==> config.mk <==
export PLATFORM = sky130hd
export DESIGN_NAME = spi_master_shifter_flat
export DESIGN_NICKNAME = d
export VERILOG_FILES = /design/src/hdl/sms_pkg.sv /design/src/hdl/sms_req_if.sv /design/src/hdl/sms_rsp_if.sv /design/src/hdl/sms_step.sv /design/src/hdl/spi_master_shifter.sv /design/src/flat_wrapper.sv
export SDC_FILE = /design/constraint.sdc
export NUM_CORES = 1
export LEC_CHECK = 0
export BUFFER_PORTS_ARGS = -buffer_cell sky130_fd_sc_hd__buf_4
export CAP_MARGIN = 20
export CORE_ASPECT_RATIO = 1.25
export CORE_MARGIN = 10
export CORE_UTILIZATION = 59
export DETAILED_ROUTE_END_ITERATION = 12
export PLACE_DENSITY = 0.82
export SYNTH_ARGS = -nofsm -noshare
export SYNTH_HDL_FRONTEND = slang
export SYNTH_HIERARCHICAL = 1
export SYNTH_SLANG_ARGS = --single-unit
export TNS_END_PERCENT = 10
==> constraint.sdc <==
create_clock -name i_clk -period 4.7 [get_ports i_clk]
set_input_delay 0.235 -clock i_clk [delete_from_list [all_inputs] [get_ports i_clk]]
set_output_delay 0.235 -clock i_clk [all_outputs]
set_load 0.03 [all_outputs]
==> src/hdl/sms_pkg.sv <==
`timescale 1ns / 1ps
// ----------------------------------------------------------------------------
// SPI master shifter package
// Shared types and codes for the SPI master shifter: request actions, end
// policies, configuration register indexes, and the state and result records.
// ----------------------------------------------------------------------------
package sms_pkg;

    typedef enum logic [1:0] {
        ACT_TICK   = 2'd0,
        ACT_LOAD   = 2'd1,
        ACT_SELECT = 2'd2,
        ACT_END    = 2'd3
    } t_action;

    typedef enum logic [1:0] {
        MID_NONE      = 2'd0,
        MID_STOP      = 2'd1,
        MID_CONTINUE  = 2'd2,
        MID_EXIT_CONT = 2'd3
    } t_mid_mode;

    typedef enum logic [1:0] {
        REG_CLOCK_IDLE_HIGH    = 2'd0,
        REG_SAMPLE_SECOND_EDGE = 2'd1,
        REG_LSB_FIRST          = 2'd2,
        REG_NINE_BIT_FRAME     = 2'd3
    } t_reg_idx;

    localparam logic [3:0] BITS_BYTE = 4'd8;
    localparam logic [3:0] BITS_NINE = 4'd9;

    typedef struct packed {
        logic clock_idle_high;
        logic sample_second_edge;
        logic lsb_first;
        logic nine_bit_frame;
    } t_cfg;

    typedef struct packed {
        logic [7:0] shift_reg;
        logic [3:0] bits_left;
        logic       half_phase;
        logic       dc_pending;
        logic       sck;
        logic       mosi;
        logic       cs;
        logic       tail_release;
    } t_state;

    typedef struct packed {
        t_action    action;
        logic [7:0] tx_byte;
        logic       dc_bit;
        logic       miso_level;
        t_mid_mode  mid_mode;
        logic       last_message;
    } t_item;

    typedef struct packed {
        logic       sck_level;
        logic       mosi_level;
        logic       cs_n;
        logic       busy_res;
        logic [7:0] rx_byte;
        logic       rx_valid;
    } t_result;

endpackage

==> src/hdl/sms_req_if.sv <==
`timescale 1ns / 1ps
// ----------------------------------------------------------------------------
// SPI master shifter request channel
// Valid/ready channel that carries one action request to the shifter.
// ----------------------------------------------------------------------------
interface sms_req_if;
    logic       valid;
    logic       ready;
    logic [1:0] action;
    logic [7:0] tx_byte;
    logic       dc_bit;
    logic       miso_level;
    logic [1:0] mid_mode;
    logic       last_message;

    modport source (
        output valid, action, tx_byte, dc_bit, miso_level, mid_mode, last_message,
        input  ready
    );
    modport sink (
        input  valid, action, tx_byte, dc_bit, miso_level, mid_mode, last_message,
        output ready
    );
endinterface

==> src/hdl/sms_rsp_if.sv <==
`timescale 1ns / 1ps
// ----------------------------------------------------------------------------
// SPI master shifter response channel
// Valid/ready channel that carries the pin levels and receive status.
// ----------------------------------------------------------------------------
interface sms_rsp_if;
    logic       valid;
    logic       ready;
    logic       sck_level;
    logic       mosi_level;
    logic       cs_n;
    logic       busy_res;
    logic [7:0] rx_byte;
    logic       rx_valid;

    modport source (
        output valid, sck_level, mosi_level, cs_n, busy_res, rx_byte, rx_valid,
        input  ready
    );
    modport sink (
        input  valid, sck_level, mosi_level, cs_n, busy_res, rx_byte, rx_valid,
        output ready
    );
endinterface

==> src/hdl/sms_step.sv <==
`timescale 1ns / 1ps
// ----------------------------------------------------------------------------
// SPI master shifter step logic
// Next state and result for one request, from the current state and settings.
// ----------------------------------------------------------------------------
module sms_step
    import sms_pkg::*;
(
    input  t_state  i_state,
    input  t_cfg    i_cfg,
    input  t_item   i_item,
    output t_state  o_state,
    output t_result o_result
);

    function automatic logic out_bit(input logic [7:0] v, input logic lsb);
        return lsb ? v[0] : v[7];
    endfunction

    function automatic logic [7:0] shift_in(input logic [7:0] v, input logic lsb,
                                            input logic miso);
        return lsb ? {miso, v[7:1]} : {v[6:0], miso};
    endfunction

    t_state n_st;
    logic   rx_valid;
    logic   dc_slot;

    always_comb begin
        n_st     = i_state;
        rx_valid = 1'b0;
        dc_slot  = (i_state.bits_left == BITS_NINE);
        case (i_item.action)
            ACT_TICK: begin
                if (i_state.bits_left != 4'd0) begin
                    if (!i_state.half_phase) begin
                        // Leading edge.
                        n_st.sck = ~i_cfg.clock_idle_high;
                        if (i_cfg.sample_second_edge) begin
                            n_st.mosi = dc_slot ? i_state.dc_pending
                                                : out_bit(i_state.shift_reg, i_cfg.lsb_first);
                        end else if (!dc_slot) begin
                            n_st.shift_reg = shift_in(i_state.shift_reg, i_cfg.lsb_first,
                                                      i_item.miso_level);
                        end
                        n_st.half_phase = 1'b1;
                    end else begin
                        // Trailing edge: clock back to idle, one bit done.
                        n_st.sck = i_cfg.clock_idle_high;
                        if (i_cfg.sample_second_edge && !dc_slot) begin
                            n_st.shift_reg = shift_in(i_state.shift_reg, i_cfg.lsb_first,
                                                      i_item.miso_level);
                        end
                        n_st.bits_left  = i_state.bits_left - 4'd1;
                        n_st.half_phase = 1'b0;
                        if (n_st.bits_left == 4'd0) begin
                            rx_valid = 1'b1;
                        end else if (!i_cfg.sample_second_edge) begin
                            n_st.mosi = out_bit(n_st.shift_reg, i_cfg.lsb_first);
                        end
                    end
                end
            end
            ACT_LOAD: begin
                if (i_state.bits_left == 4'd0) begin
                    n_st.shift_reg  = i_item.tx_byte;
                    n_st.half_phase = 1'b0;
                    n_st.bits_left  = i_cfg.nine_bit_frame ? BITS_NINE : BITS_BYTE;
                    n_st.dc_pending = i_cfg.nine_bit_frame & i_item.dc_bit;
                    if (!i_cfg.sample_second_edge) begin
                        n_st.mosi = i_cfg.nine_bit_frame ? i_item.dc_bit
                                  : out_bit(i_item.tx_byte, i_cfg.lsb_first);
                    end
                end
            end
            ACT_SELECT: begin
                n_st.cs = 1'b0;
            end
            default: begin
                case (i_item.mid_mode)
                    MID_STOP:      n_st.cs           = 1'b1;
                    MID_CONTINUE:  n_st.tail_release = 1'b1;
                    MID_EXIT_CONT: n_st.tail_release = 1'b0;
                    default:       ;
                endcase
                if (i_item.last_message) begin
                    if (n_st.tail_release) begin
                        n_st.cs = 1'b1;
                    end
                    n_st.tail_release = 1'b0;
                end
            end
        endcase
    end

    assign o_state = n_st;

    always_comb begin
        o_result.sck_level  = n_st.sck;
        o_result.mosi_level = n_st.mosi;
        o_result.cs_n       = n_st.cs;
        o_result.busy_res   = (n_st.bits_left != 4'd0);
        o_result.rx_byte    = rx_valid ? n_st.shift_reg : 8'd0;
        o_result.rx_valid   = rx_valid;
    end

endmodule

==> src/hdl/spi_master_shifter.sv <==
`timescale 1ns / 1ps
// ----------------------------------------------------------------------------
// SPI master shifter
// SPI master for clock modes 0 to 3 with MSB- or LSB-first order and an
// optional leading data/command bit, driven one half clock period per request.
// ----------------------------------------------------------------------------
//
//   Channel  Direction  Handshake      Carries
//   i_req    in         valid/ready    action, tx_byte, dc_bit, miso_level,
//                                      mid_mode, last_message
//   o_rsp    out        valid/ready    sck_level, mosi_level, cs_n, busy_res,
//                                      rx_byte, rx_valid
//   i_cfg_*  in         write enable   index and one data bit per register
//
// Every accepted request has its response in the output register on the
// next cycle, so one request per clock is sustained while o_rsp keeps ready.
// This rate is set by the single pass through the step logic between the
// state registers and the response register.
// The request side stays ready while the response register is empty or is
// being drained in the same cycle; a stalled response holds the input off.
// Reset (synchronous, active low) deselects the device, parks the clock low,
// empties the response register and restores the register defaults.
// ----------------------------------------------------------------------------
module spi_master_shifter
    import sms_pkg::*;
(
    input  logic          i_clk,
    input  logic          i_rst_n,
    sms_req_if.sink       i_req,
    sms_rsp_if.source     o_rsp,
    input  logic          i_cfg_we,
    input  logic [1:0]    i_cfg_idx,
    input  logic          i_cfg_data
);

    // Configuration registers.
    t_cfg    r_cfg;
    // Shifter state: shift register, bit counter, pin levels and tail flag.
    t_state  r_state;
    t_state  n_state;
    // Response register and its valid flag.
    t_result r_rsp;
    t_result n_rsp;
    logic    r_rsp_valid;

    t_item   w_item;
    logic    w_accept;

    // A request may enter whenever the response register will be free.
    assign i_req.ready = !r_rsp_valid || o_rsp.ready;
    assign w_accept    = i_req.valid && i_req.ready;

    always_comb begin
        w_item.action       = t_action'(i_req.action);
        w_item.tx_byte      = i_req.tx_byte;
        w_item.dc_bit       = i_req.dc_bit;
        w_item.miso_level   = i_req.miso_level;
        w_item.mid_mode     = t_mid_mode'(i_req.mid_mode);
        w_item.last_message = i_req.last_message;
    end

    sms_step u_step (
        .i_state  (r_state),
        .i_cfg    (r_cfg),
        .i_item   (w_item),
        .o_state  (n_state),
        .o_result (n_rsp)
    );

    // Configuration writes must come only while idle; this is not enforced.
    // Idle, with no request taken, a polarity write moves the idle clock at once.
    always_ff @(posedge i_clk) begin
        if (!i_rst_n) begin
            r_cfg.clock_idle_high    <= 1'b0;
            r_cfg.sample_second_edge <= 1'b1;
            r_cfg.lsb_first          <= 1'b0;
            r_cfg.nine_bit_frame     <= 1'b0;
        end else if (i_cfg_we) begin
            unique case (t_reg_idx'(i_cfg_idx))
                REG_CLOCK_IDLE_HIGH:    r_cfg.clock_idle_high    <= i_cfg_data;
                REG_SAMPLE_SECOND_EDGE: r_cfg.sample_second_edge <= i_cfg_data;
                REG_LSB_FIRST:          r_cfg.lsb_first          <= i_cfg_data;
                REG_NINE_BIT_FRAME:     r_cfg.nine_bit_frame     <= i_cfg_data;
                default:                ;
            endcase
        end
    end

    always_ff @(posedge i_clk) begin
        if (!i_rst_n) begin
            r_state <= '{shift_reg: 8'd0, bits_left: 4'd0, half_phase: 1'b0,
                         dc_pending: 1'b0, sck: 1'b0, mosi: 1'b0, cs: 1'b1,
                         tail_release: 1'b0};
        end else if (w_accept) begin
            r_state <= n_state;
        end else if (i_cfg_we && (t_reg_idx'(i_cfg_idx) == REG_CLOCK_IDLE_HIGH)
                     && (r_state.bits_left == 4'd0)) begin
            r_state.sck <= i_cfg_data;
        end
    end

    // Response register: loaded on every accepted request, drained by o_rsp.
    always_ff @(posedge i_clk) begin
        if (!i_rst_n) begin
            r_rsp_valid <= 1'b0;
        end else if (w_accept) begin
            r_rsp_valid <= 1'b1;
        end else if (o_rsp.ready) begin
            r_rsp_valid <= 1'b0;
        end
    end

    always_ff @(posedge i_clk) begin
        if (w_accept) begin
            r_rsp <= n_rsp;
        end
    end

    assign o_rsp.valid      = r_rsp_valid;
    assign o_rsp.sck_level  = r_rsp.sck_level;
    assign o_rsp.mosi_level = r_rsp.mosi_level;
    assign o_rsp.cs_n       = r_rsp.cs_n;
    assign o_rsp.busy_res   = r_rsp.busy_res;
    assign o_rsp.rx_byte    = r_rsp.rx_byte;
    assign o_rsp.rx_valid   = r_rsp.rx_valid;

`ifndef SYNTHESIS
    // The bit counter never leaves the range of a nine-bit frame.
    a_bits_range: assert property (@(posedge i_clk) disable iff (!i_rst_n)
        r_state.bits_left <= BITS_NINE)
        else $error("bit counter out of range");

    // Between frames the clock sits at its idle level.
    a_idle_clock: assert property (@(posedge i_clk) disable iff (!i_rst_n)
        (r_state.bits_left == 4'd0) |-> (r_state.sck == r_cfg.clock_idle_high))
        else $error("clock not at idle level between frames");

    // Between frames the next edge is always a leading edge.
    a_idle_phase: assert property (@(posedge i_clk) disable iff (!i_rst_n)
        (r_state.bits_left == 4'd0) |-> !r_state.half_phase)
        else $error("half phase set while idle");

    // A completed frame is reported with the shifter idle.
    a_rx_idle: assert property (@(posedge i_clk) disable iff (!i_rst_n)
        (o_rsp.valid && o_rsp.rx_valid) |-> !o_rsp.busy_res)
        else $error("receive reported while busy");

    // Every accepted request leaves a response in the output register.
    a_accept_rsp: assert property (@(posedge i_clk) disable iff (!i_rst_n)
        w_accept |=> r_rsp_valid)
        else $error("accepted request without response");
`endif

endmodule
==> src/flat_wrapper.sv <==
// flat-port wrapper written by rule: the top's interface ports become plain ports
module spi_master_shifter_flat import sms_pkg::*;
  (i_clk, i_rst_n, i_cfg_we, i_cfg_idx, i_cfg_data, i_req_valid, i_req_action, i_req_tx_byte, i_req_dc_bit, i_req_miso_level, i_req_mid_mode, i_req_last_message, i_req_ready, o_rsp_valid, o_rsp_sck_level, o_rsp_mosi_level, o_rsp_cs_n, o_rsp_busy_res, o_rsp_rx_byte, o_rsp_rx_valid, o_rsp_ready);
  sms_req_if i_req_i ();
  sms_rsp_if o_rsp_i ();
  input  logic i_clk;
  input  logic i_rst_n;
  input  logic i_cfg_we;
  input  logic [1:0] i_cfg_idx;
  input  logic i_cfg_data;
  input wire logic [$bits(i_req_i.valid)-1:0] i_req_valid;
  input wire logic [$bits(i_req_i.action)-1:0] i_req_action;
  input wire logic [$bits(i_req_i.tx_byte)-1:0] i_req_tx_byte;
  input wire logic [$bits(i_req_i.dc_bit)-1:0] i_req_dc_bit;
  input wire logic [$bits(i_req_i.miso_level)-1:0] i_req_miso_level;
  input wire logic [$bits(i_req_i.mid_mode)-1:0] i_req_mid_mode;
  input wire logic [$bits(i_req_i.last_message)-1:0] i_req_last_message;
  output wire logic [$bits(i_req_i.ready)-1:0] i_req_ready;
  output wire logic [$bits(o_rsp_i.valid)-1:0] o_rsp_valid;
  output wire logic [$bits(o_rsp_i.sck_level)-1:0] o_rsp_sck_level;
  output wire logic [$bits(o_rsp_i.mosi_level)-1:0] o_rsp_mosi_level;
  output wire logic [$bits(o_rsp_i.cs_n)-1:0] o_rsp_cs_n;
  output wire logic [$bits(o_rsp_i.busy_res)-1:0] o_rsp_busy_res;
  output wire logic [$bits(o_rsp_i.rx_byte)-1:0] o_rsp_rx_byte;
  output wire logic [$bits(o_rsp_i.rx_valid)-1:0] o_rsp_rx_valid;
  input wire logic [$bits(o_rsp_i.ready)-1:0] o_rsp_ready;
  assign i_req_i.valid = i_req_valid;
  assign i_req_i.action = i_req_action;
  assign i_req_i.tx_byte = i_req_tx_byte;
  assign i_req_i.dc_bit = i_req_dc_bit;
  assign i_req_i.miso_level = i_req_miso_level;
  assign i_req_i.mid_mode = i_req_mid_mode;
  assign i_req_i.last_message = i_req_last_message;
  assign i_req_ready = i_req_i.ready;
  assign o_rsp_valid = o_rsp_i.valid;
  assign o_rsp_sck_level = o_rsp_i.sck_level;
  assign o_rsp_mosi_level = o_rsp_i.mosi_level;
  assign o_rsp_cs_n = o_rsp_i.cs_n;
  assign o_rsp_busy_res = o_rsp_i.busy_res;
  assign o_rsp_rx_byte = o_rsp_i.rx_byte;
  assign o_rsp_rx_valid = o_rsp_i.rx_valid;
  assign o_rsp_i.ready = o_rsp_ready;
  spi_master_shifter u_core (.i_clk(i_clk), .i_rst_n(i_rst_n), .i_req(i_req_i), .o_rsp(o_rsp_i), .i_cfg_we(i_cfg_we), .i_cfg_idx(i_cfg_idx), .i_cfg_data(i_cfg_data));
endmodule
==> results.md <==
### Pwr
* 50.8% — sequential power share
* 0.990 nW — static leakage
* 17.6% — part of the power in combinational logic
* 0.000214 V — peak supply drop
* 0.489 mW — Pint
* 31.7% — Clk pwr share
* 250 nW/um2 — PD cells
* 28.2% — Switching Fraction
* 0.192 mW — power dissipated by switching net loads

### Cells and area
* 0 — number of antenna diodes
* 347 — final cell count without fillers
* 10.9% — Layout area overhead
* 22.7% — fraction of layout cells with a size suffix above 1
* 316 — number of nets at the end of the flow
* 344 — layout filler cell count

### Synthesis
* 299 — number of nets in the synthesized netlist
* sky130_fd_sc_hd__dfxtp_1 — leading register cell type out of synthesis
* 63 — count of different cell masters after synthesis
* 273 — number of standard cells after synthesis
* sky130_fd_sc_hd__dfxtp_1 — most area-hungry cell type in the Yosys netlist
* 2460 um2 — post-synthesis cell area
* sky130_fd_sc_hd__nand3_1 (27), sky130_fd_sc_hd__dfxtp_1 (23), sky130_fd_sc_hd__a21boi_1 (17), sky130_fd_sc_hd__inv_1 (17), sky130_fd_sc_hd__o21ai_1 (17) — Synth top cells by count
* 0% — ys async rst share
* 36 — synthesized flop and latch total
* 9.00 um2 — Syn Area/Cell
* sky130_fd_sc_hd__nand3_1 — most common cell in the netlist
* 13 — number of enable-type register cells in the synthesized netlist
* 6 — number of synthesis warnings
* sky130_fd_sc_hd__dfxtp_1 (19%), sky130_fd_sc_hd__edfxtp_1 (16%), sky130_fd_sc_hd__nand3_1 (5.5%) — biggest area contributors in the synthesized netlist
* 18.7% — top-area cell type share of the netlist area
* 34.6% — register area share after synthesis

### Route
* 255 — violation count after the first detailed-routing iteration
* 6.39 — post-DR vias/cell
* 6210 um — wire length after detailed routing
* 2,216 — count of vias placed by the detailed router
* 0 — remaining design rule violation count
* 0 — antenna-violating nets left
* 17.9 um — wire length per cell after detailed routing
* 5 — 1st-pass router iterations

### Critical path
* flop — Worst setup EP type
* 2.93 ns — Arrival @ worst endpoint
* 13 — crit-path max FO
* inv_1, ha_1, or3b_4, nor3_1, o311ai_0, and2_1 — ordered cell list for the critical path
* 1 — CP bufs+invs
* reg -> reg — Setup Crit Path Kind
* simple AND/OR/NAND/NOR gates — Worst path top cell family by delay
* flop — Setup crit start kind
* sky130_fd_sc_hd__nor3_1 — highest-delay cell along the critical path
* 4.75 ns — worst endpoint required time
* 0.80 ns — slowest cell delay on critical path

### Clock tree
* 2 — maximum root-to-sink buffer count
* 0 — setup bufs post-CTS
* sky130_fd_sc_hd__clkbuf_8 — CTS Root Buffer Type
* 0.07 ns — clock input transition at the sequential cells of the worst setup and hold paths
* 0 — CTS-repair resized insts
* 5 — number of CTS-inserted buffers
* 0 — hold buffer count at cts
* 36 — clock sink total
* 0.29 ns — clock insertion delay at the later pin of the skew report
* done — TritonCTS clock tree
* 2 — H-tree depth

### Die
* 26 — placement row count
* 4070 um2 — Floorplan Core Area
* 60.4% — initial core utilization
* 92.1 um — Vert. Die Dim
* 7160 um2 — Die Footprint
* 77.7 um — Die Wd
* 38 — I/O pin count

### Timing
* 31.6% — remaining max-slew budget at the tightest pin
* 1.82 ns — smallest setup slack after layout
* 0 — final setup vio count
* 0 — pins over their slew limit
* 0 ns — aggregate negative setup slack
* 2.88 ns — final critical-path required period
* 0.206 ns — final hold slack
* 61.2% — share of the clock period used by the worst path after layout
* 0 — count of final hold-check violations
* 0.00644 ns — Fin Clk Skew
* 0.347 GHz — max frequency
* 1.02 ns — Worst Tran Pin Value
* no — RSZ-0062 raised after global routing

### Place
* 4400 um — detailed placement HPWL
* 0.941 — routability cong.
* 1.99 ns — minimum setup slack after placement
* 37 — count of port buffers added during placement
* 338 — placed insts

### GRT
* 10,400 um — first-pass GRT wire length
* 0 — initial antenna violation count
* 2,117 — number of global-route vias before repair
* 0 — Congestion Overflow GR
* 17.2% — global-route usage over all layers
* 26 — largest net degree at the start of global routing

### Hold path
* in -> reg — path category of the worst min-delay check

### Status
* complete, no violations — outcome

### Job
* 0 — max-capacitance violation count

[final cells by class]
type / instances / area [um2] / area share [%]
tap: 56 / 70.1 / 2.57
clock inverter: 1 / 8.76 / 0.322
sequential: 36 / 851 / 31.3
multi-input combinational: 190 / 1360 / 50.0
timing repair buffer: 38 / 285 / 10.5
clock buffer: 7 / 76.3 / 2.80
inverter: 19 / 71.3 / 2.62
[flip-flops by register name (all words and copies together), names as in the netlist]
name	flops
u_core/o_rsp.busy_res	1
u_core/o_rsp.cs_n	1
u_core/o_rsp.mosi_level	1
u_core/o_rsp.rx_byte	8
u_core/o_rsp.rx_valid	1
u_core/o_rsp.sck_level	1
u_core/o_rsp.valid	1
u_core/r_cfg	4
u_core/r_state	18
[through the flow]
| step | cell area [um2] | total power [mW] | utilization, % |
|---|---|---|---|
| 4_1_cts | 2720 | 0.682 | 66.8 |
| 5_1_grt | 2720 | 0.710 | 67.0 |
| 2_1_floorplan | 2460 | 0.432 | - |
| 3_5_place_dp | 2630 | 0.469 | 64.7 |
| 3_3_place_gp | 2630 | 0.467 | 64.7 |
| 6_report | 2720 | 0.680 | 67.0 |
[power groups by stage]
stage	registers (mW)	clock network [mW]	logic [mW]
4_1_cts	0.345	0.219	0.117
5_1_grt	0.347	0.234	0.129
6_report	0.345	0.216	0.119
3_5_place_dp	0.352	0	0.116
2_1_floorplan	0.361	0	0.0709
3_3_place_gp	0.352	0	0.115
[worst reg2reg max path, delay by kind of cell (launching register included)]
kind	cells	cell delay, ns
AOI/OAI and AO/OA	1	0.37
adders and majority gates	1	0.26
buffers and inverters	1	0.12
DFF	1	0.38
and+or+nand+nor	3	1.51
[layer usage]
metal / global-route usage, % / share of wire (%) / vias up
li1: - / - / 1054
met2: 26.5 / 46 / 134
met4: 6.86 / 1.3 / 0
met5: 0 / 0 / -
met3: 5.18 / 9.9 / 13
met1: 21.7 / 42 / 1015
[cells by family after synthesis]
| group | Yosys count | share of synthesized area, % |
|---|---|---|
| multiplexers | 16 | 6.93 |
| AND/OR/NAND/NOR | 83 | 21.2 |
| buffers and inverters | 47 | 9.98 |
| XOR/XNOR | 2 | 0.713 |
| flip-flops | 36 | 34.6 |
| AO/OA/AOI/OAI | 86 | 25.0 |
| adder cells (fa/ha/maj) | 3 | 1.53 |
[cells in the final DEF (no fill, tap or decap), types with 3 or more instances in the layout]
cell type                   instances
sky130_fd_sc_hd__buf_4             38
sky130_fd_sc_hd__nand3_1           27
sky130_fd_sc_hd__dfxtp_1           23
sky130_fd_sc_hd__o21ai_1           17
sky130_fd_sc_hd__a21boi_1          17
sky130_fd_sc_hd__inv_1             17
sky130_fd_sc_hd__edfxtp_1          13
sky130_fd_sc_hd__mux2i_1            8
sky130_fd_sc_hd__nand2_1            8
sky130_fd_sc_hd__o21ai_0            8
sky130_fd_sc_hd__mux2_2             8
sky130_fd_sc_hd__and2_1             7
sky130_fd_sc_hd__nor2b_1            6
sky130_fd_sc_hd__o2111ai_1          6
sky130_fd_sc_hd__o311ai_0           6
sky130_fd_sc_hd__a21oi_1            6
sky130_fd_sc_hd__clkbuf_8           5
sky130_fd_sc_hd__nor2_1             4
sky130_fd_sc_hd__nand3b_1           4
sky130_fd_sc_hd__nand4_1            4
sky130_fd_sc_hd__a22o_1             4
sky130_fd_sc_hd__o211ai_1           3
sky130_fd_sc_hd__ha_1               3
[final timing paths]
kind                startpoint                 endpoint  slack (ns)  cells after the start
max          u_core/r_state[7]  u_core/o_rsp.rx_byte[4]        1.82                      6
min               i_cfg_idx[1]          u_core/r_cfg[2]        0.21                      2
max reg2reg  u_core/r_state[7]  u_core/o_rsp.rx_byte[4]        1.82                      6
min reg2reg  u_core/r_state[1]        u_core/r_state[1]        0.49                      2
No activity file was read; power rests on OpenSTA's default activity.
